$ cat config.mk
export PLATFORM = sky130hd
export DESIGN_NAME = cau_cell
export DESIGN_NICKNAME = d
export VERILOG_FILES = /design/src/design/cau_pkg.sv /design/src/design/cau_cell.sv
export SDC_FILE = /design/constraint.sdc
export NUM_CORES = 1
export LEC_CHECK = 0
export ABC_AREA = 0
export BUFFER_PORTS_ARGS = -buffer_cell sky130_fd_sc_hd__buf_2
export CORE_AREA = 2 2 305 307
export DETAILED_ROUTE_END_ITERATION = 8
export DIE_AREA = 0 0 307 309
export MAX_ROUTING_LAYER = met4
export PLACE_DENSITY_LB_ADDON = 0.3
export SLEW_MARGIN = 20
export SYNTH_ARGS = -nofsm -noshare
export SYNTH_HDL_FRONTEND = slang
export SYNTH_SLANG_ARGS = --single-unit
$ cat constraint.sdc
create_clock -name clk -period 0.8 [get_ports clk]
set_clock_uncertainty 0.05 [all_clocks]
set_input_delay 0.08 -clock clk [delete_from_list [all_inputs] [get_ports clk]]
set_output_delay 0.08 -clock clk [all_outputs]
set_load 0.03 [all_outputs]
$ cat src/design/cau_pkg.sv
// Shared types and constants for the complex arithmetic unit.
package cau_pkg;

	localparam int CAU_FRAC_BITS = 16;
	localparam int CAU_QUO_BITS  = 32;

	localparam logic [2:0] OP_ADD   = 3'd0;
	localparam logic [2:0] OP_SUB   = 3'd1;
	localparam logic [2:0] OP_MUL   = 3'd2;
	localparam logic [2:0] OP_MAG   = 3'd3;
	localparam logic [2:0] OP_SCALE = 3'd4;
	localparam logic [2:0] OP_DIV   = 3'd5;

	localparam logic [1:0] ST_OK  = 2'd0;
	localparam logic [1:0] ST_SAT = 2'd1;
	localparam logic [1:0] ST_DZ  = 2'd2;

	typedef struct packed {
		logic [2:0]         opcode;
		logic signed [31:0] a_real;
		logic signed [31:0] a_imag;
		logic signed [31:0] b_real;
		logic signed [31:0] b_imag;
		logic signed [31:0] scale_factor;
	} cmd_t;

	typedef struct packed {
		logic signed [31:0] result_real;
		logic signed [31:0] result_imag;
		logic [1:0]         status;
	} res_t;

	typedef struct packed {
		logic        neg;
		logic        ovf;
		logic [64:0] rem;
		logic [31:0] lo;
		logic [31:0] quo;
	} div_lane_t;

	typedef struct packed {
		logic        is_div;
		logic        dz;
		logic        sat;
		logic [31:0] re;
		logic [31:0] im;
		logic [63:0] den;
		div_lane_t   lr;
		div_lane_t   li;
	} div_word_t;

endpackage

$ cat src/design/cau_cell.sv
// One restoring division step for both result parts, registered.
module cau_cell import cau_pkg::*; (
	input  logic      clk,
	input  logic      arst_n,
	input  logic      en,
	input  logic      in_valid,
	input  div_word_t in_word,
	output logic      out_valid,
	output div_word_t out_word
);

	function automatic div_lane_t step(input div_lane_t l, input logic [63:0] den);
		div_lane_t   o;
		logic [64:0] r2;
		logic        qb;
		o = l;
		r2 = {l.rem[63:0], l.lo[31]};
		qb = (r2 >= {1'b0, den});
		o.rem = qb ? r2 - {1'b0, den} : r2;
		o.lo = {l.lo[30:0], 1'b0};
		o.quo = {l.quo[30:0], qb};
		return o;
	endfunction

	div_word_t nxt;

	always_comb begin
		nxt = in_word;
		nxt.lr = step(in_word.lr, in_word.den);
		nxt.li = step(in_word.li, in_word.den);
	end

	always_ff @(posedge clk or negedge arst_n) begin
		if (!arst_n) out_valid <= 1'b0;
		else if (en) out_valid <= in_valid;
	end

	always_ff @(posedge clk) begin
		if (en) out_word <= nxt;
	end

endmodule

==> metrics.yaml, run 1 <==
status: "finished with violations"
violations: "negative hold slack, negative setup slack"
clk_pin_slew_ps: 60
finalCoreUtilization_pct: 47.45
clkSinkCount: 392
grt_antenna_before_repair: 35
drtIter0Drc: 1589
dr.pass1.iters: 5
grt_pass1_vias: 24170
hp-class: "in -> reg"
hold_end: "out_word[65]$_DFFE_PP_"
leakage_nw: 18.87
viasPerCell: 4.561
min_period_ps: 2777
crit_buf_inv: 6
wl_um: 121900
required_ps: 1130
whs_ps: -52.61
drv_slew: 0
fmax_mhz: 360.0
synthDistinctLibCells: 75
vias: 23070
setup_viol: 837
die_w_um: 307
p_total_mw: 82.26
use_met3_pct: 5.919
io_buffers: 784
ir_worst_vdd_mv: 1.813
crit_fanout: 9
clk-insertion-delay-late_ps: 610
cp-start-kind: "input port"
grtUsageMet1_pct: 26.60
grt-ovfl-total: 0
async_reset_ff_share_pct: 0.2551
top_usage_layer: "met2"
cp_slowest_cell: "a2111o_1"
avgSynthCellArea_um2: 11.11
ys_seq_area_share_pct: 55.04
arrival_ps: 3110
min-delay-start: "in_word[263]"
endpoint_kind: "flip-flop"
reg2regPathDepth: 1
syn_area_um2: 21380
worst-setup-path-type: "in -> reg"
r2r_slack_ps: -40
ys_warn_count: 0
synth-seq-cells: 392
power.density_nw_per_um2: 1897
die-area_um2: 94860
rr_startpoint: "out_valid$_DFFE_PN0P_"
regArea_um2: 11770
ios: 791
clockBufferDepth: 3
tightest_slew_ps: 816.4
drive_gt1_share_pct: 51.25
synthToLayoutAreaGrowth_pct: 102.9
synth_edf_count: 391
grt_use_met2_pct: 45.29
max-cap-violations: 0
hold_depth: 3
initial_utilization_pct: 23.39
grt_max_degree: 28
n_fill_cell: 8330
drc: 0
relSlewSlack_pct: 45.40
cts_root_buf: "clkbuf_16"
r2r_end: "out_valid$_DFFE_PN0P_"
rows: 111
coreArea_um2: 91390
fin_ws_ps: -1977
synth_top_flop_cell: "edfxtp_1"
place_congestion: 0.9166
gr-usage-all-layers_pct: 25.46
grt_pass1_wl_um: 167900
synthCells: 1924
routedWlPerCell_um: 24.10
die_h_um: 309
nets: 4330
rsz0062_at_grt: "yes"
finalHoldViolCount: 61
dp_hpwl_um: 92360
cpPeakStageDelay_ps: 410
crit_family: "compound AO/OA/AOI/OAI gates"
post-route-period-util_pct: 347.2
ctsHtreeMaxLevel: 2
numCtsBuffers: 48
tritoncts: "done"
ant_nets: 0
worstPathCellList: "buf_8, inv_6, buf_6, ha_4, nand4_1, nor4_4, buf_4, nand2_2, o311a_4, a2111o_1, a21oi_4, a21oi_4, o21ai_4, buf_12, buf_12, mux2_4"
multiInputGateArea_um2: 10870
-- layout make-up --
cell class | instances | area share, %
inverters | 118 | 1.171
well taps | 1186 | 3.422
multi-input cells | 1332 | 25.06
repair buffers | 1906 | 38.72
flip-flops and latches | 392 | 27.13
diodes | 30 | 0.1731
clock inverters | 36 | 1.137
repair inverters | 5 | 0.3145
clock buffers | 53 | 2.862
-- cell usage after synthesis (16+ instances only) --
master    count  area share [%]
inv_1       117             2.1
a21oi_1     252             5.9
nand4_1      38             1.1
xor2_1       45             1.8
buf_4        16            0.56
nand2b_1     18            0.53
o21ai_0      82             1.9
a31oi_1      23            0.67
nand2_1     130             2.3
mux2_1       20             1.1
nand3_1      26            0.61
o21bai_1     26            0.91
and3_1       17            0.50
a21o_1       60             2.1
clkbuf_1     50            0.88
nor3_1       21            0.49
nor2_1      176             3.1
ha_1        128             7.5
xnor2_1      70             2.9
edfxtp_1    391              55
-- stage by stage --
stage / setup slack, ps / cells / setup TNS, ps / area [um2]
floorplan: -2193 / 1925 / -267200 / 21650
global placement: -3024 / 4475 / -445650 / 31990
detailed placement: -3047 / 4475 / -447530 / 31990
CTS: -1932 / 5015 / -705670 / 42390
global route: -2010 / 5052 / -673420 / 43350
finish: -1977 / 5058 / -643410 / 43360
-- layout by cell type (no fill, tap or decap), drive strengths merged, types with 56 or more instances in the layout --
cell            n
a21o           60
a21oi         253
buf          1510
clkbuf         56
dlygate4sd3   393
edfxtp        391
ha            128
inv           121
nand2         130
nor2          176
o21ai          97
xnor2          70
-- repair_timing --
| item | in CTS | in global routing |
|---|---|---|
| pin swaps | 54 | 51 |
| gates resized for setup | 1100 | 211 |
| hold buffers | 391 | 3 |
| endpoints found under the hold margin | 494 | 66 |
| endpoints found under the setup margin | 524 | 916 |
| setup buffers | 42 | 23 |
| cloned | 19 | 3 |
-- state kept, by name, summed over array words and instances (netlist names) --
signal     cells
out_valid      1
out_word     391
-- worst max path at each step --
stage                             from                 endpoint  slack [ps]  cells after the start
after detailed placement  in_word[284]  out_word[104]$_DFFE_PP_       -3050                     17
final                     in_word[286]  out_word[252]$_DFFE_PP_       -1980                     16
after global routing      in_word[286]  out_word[230]$_DFFE_PP_       -2010                     16
after floorplan           in_word[268]  out_word[199]$_DFFE_PP_       -2190                     12
after CTS                 in_word[286]  out_word[207]$_DFFE_PP_       -1930                     17
after global placement    in_word[284]  out_word[104]$_DFFE_PP_       -3020                     17
-- power by group --
group	total [mW]	internal (mW)	leakage, nW	switching [mW]
Combinational	30.9	14.8	14.2	16.1
Clock	24.6	14.5	0.821	10.1
Sequential	26.8	25.4	3.84	1.35
Total	82.3	54.8	18.9	27.5
-- tightest hold or removal path, stage by stage --
cell and delay (ps):
buf_4 120, fa_2 210, a21oi_2 50
-- routing by layer --
layer | routed length (um) | vias up
li1 | - | 10970
met2 | 62880 | 788
met4 | 6549 | 0
met1 | 44080 | 11110
met5 | 0 | -
met3 | 8409 | 197
-- cell families (layout without fill, tap and decap cells) --
logic type	count (synthesis)	after routing	share of synthesized area (%)
simple gates	489	489	10.77
fa+ha+maj	130	130	7.679
compound gates	566	566	16.21
flops	392	392	55.04
buf+inv	201	2118	4.009
other cells	1	32	0.01754
xor+xnor	115	115	4.712
mux	30	30	1.563
Note: power is estimated with default switching activity, not from simulation.
==> run 2: changes to the inputs <==
Settings changed: CTS_BUF_LIST from default to sky130_fd_sc_hd__clkbuf_8, TNS_END_PERCENT from default to 50.
==> run 2 against run 1 <==
The run still ends with negative hold slack, negative setup slack left. Flip-flop and latch count unchanged. Sequential power decreased by 2%. Register-to-register slack about the same. Worst setup slack got worse by 3.3 ps. Non-clock buffer count increased by 18. Combinational power decreased by 14%.
==> metrics.yaml, run 2 (synthesis gave the netlist of run 1 again) <==
status: "finished with violations"
violations: "negative hold slack, negative setup slack"
max-cap-violations: 0
reg2regPathDepth: 1
hp-class: "in -> reg"
vias: 23160
numCtsBuffers: 76
largest_reg_flops: 391
drtIter0Drc: 1421
grt_antenna_before_repair: 33
power.density_nw_per_um2: 1844
required_ps: 1220
r2r_slack_ps: -40
ir_worst_vdd_mv: 1.192
grt_use_met2_pct: 43.47
setup_viol: 986
synthToLayoutAreaGrowth_pct: 85.55
drv_slew: 0
gr-usage-all-layers_pct: 24.26
die_h_um: 309
die-area_um2: 94860
cts_root_buf: "clkbuf_8"
cp_slowest_cell: "a2111o_1"
reg_top3: "out_word x391, out_valid x1"
endpoint_kind: "flip-flop"
rsz0062_at_grt: "yes"
tightest_slew_ps: 549.5
grt_pass1_vias: 23810
viasPerCell: 4.532
hold_depth: 1
top_usage_layer: "met2"
worstPathCellList: "buf_8, inv_6, buf_6, ha_4, nand4_1, nor4_4, nand2_1, o311a_4, a2111o_1, a21oi_4, a21oi_4, o21ai_4, buf_6, buf_16, mux2_4"
arrival_ps: 3200
nets: 4371
min_period_ps: 2781
grtUsageMet1_pct: 25.61
clkSinkCount: 392
clk-insertion-delay-late_ps: 700
ios: 791
cp-start-kind: "input port"
initial_utilization_pct: 23.39
place_congestion: 0.9199
final_common_cell: "buf_2"
tritoncts: "done"
whs_ps: -411.9
finalCoreUtilization_pct: 43.40
clk_pin_slew_ps: 70
io_buffers: 784
routedWlPerCell_um: 22.86
hold_end: "out_word[262]$_DFFE_PP_"
ctsHtreeMaxLevel: 3
use_met3_pct: 5.611
rr_startpoint: "out_valid$_DFFE_PN0P_"
coreArea_um2: 91390
grt_pass1_wl_um: 160800
post-route-period-util_pct: 347.6
drive_gt1_share_pct: 45.34
dp_hpwl_um: 90590
fmax_mhz: 359.6
ant_nets: 0
rows: 111
cpPeakStageDelay_ps: 420
r2r_end: "out_valid$_DFFE_PN0P_"
crit_fanout: 5
top_register: "out_word"
fin_ws_ps: -1981
min-delay-start: "in_word[262]"
clockBufferDepth: 3
die_w_um: 307
wl_um: 116800
grt-ovfl-total: 0
drc: 0
layout_common_cells: "748 x buf_2, 632 x buf_4, 456 x dlygate4sd3_1, 391 x edfxtp_1, 218 x a21oi_1"
relSlewSlack_pct: 63.21
dr.pass1.iters: 7
grt_max_degree: 27
leakage_nw: 17.78
finalHoldViolCount: 9
worst-setup-path-type: "in -> reg"
-- run 2: cell count changes in the layout (fill, tap and decap cells not counted), moves of 17 or more --
cell and delta:
buf_2 +366, buf_6 -366, clkbuf_8 +76, a21oi_1 +72, a21oi_2 -66, dlygate4sd3_1 +63, nor2_1 +55, clkbuf_16 -50
nor2_2 -38, buf_12 -27, inv_1 +25, buf_4 -18, nor2_4 -17
-- run 2: critical path, delay by kind of cell --
family | cells | cell delay, ps
AND/OR/NAND/NOR | 3 | 670
buffers and inverters | 5 | 550
AO/OA/AOI/OAI | 5 | 1330
multiplexers | 1 | 300
adder cells (fa/ha/maj) | 1 | 250
-- run 2: routing by layer --
metal | vias up | part of all wire, %
met4 | 0 | 4.5
li1 | 11070 | -
met1 | 11070 | 37
met2 | 823 | 52
met5 | - | 0
met3 | 197 | 6.6
-- run 2: worst max-delay path by stage --
stage	slack, ps	start	end	cells after the start
floorplan	-2190	in_word[268]	out_word[199]$_DFFE_PP_	12
global placement	-3000	in_word[282]	out_word[112]$_DFFE_PP_	18
detailed placement	-3090	in_word[282]	out_word[112]$_DFFE_PP_	18
CTS	-1920	in_word[287]	out_word[199]$_DFFE_PP_	15
global route	-2020	in_word[286]	out_word[230]$_DFFE_PP_	15
finish	-1980	in_word[286]	out_word[204]$_DFFE_PP_	15
-- run 2: where the power goes --
part           switching, mW  internal (mW)
Clock                   10.1           10.3
Combinational           15.0           11.5
Sequential             0.840           25.4
Total                   25.9           47.2
-- run 2: layout make-up --
class	count	area [um2]
Clock buffer	76	1046
Antenna cell	21	52.55
Timing Repair Buffer	1924	14490
Tap cell	1186	1484
Clock inverter	62	427.9
Inverter	118	460.4
Sequential cell	392	11770
Multi-Input combinational cell	1332	9941
Fill cell	8789	51720
-- run 2: stage by stage --
step	instances	area (um2)	power, mW	TNS [ps]	worst slack (ps)
3_3_place_gp	4459	31760	49.21	-419760	-2999
3_5_place_dp	4459	31760	49.19	-421300	-3088
6_report	5111	39670	73.12	-603120	-1981
2_1_floorplan	1925	21620	37.95	-265280	-2193
4_1_cts	5063	38790	73.16	-588560	-1915
5_1_grt	5106	39650	76.43	-617930	-2024
-- run 2: what timing repair did --
action                     in CTS  in global routing
hold buffers                  437                 19
buffers inserted               22                  8
hold endpoints to repair      782                 36
cloned                          7                  2
pin swaps                      28                 17
gates resized for setup       168                123
setup endpoints to repair     524                983
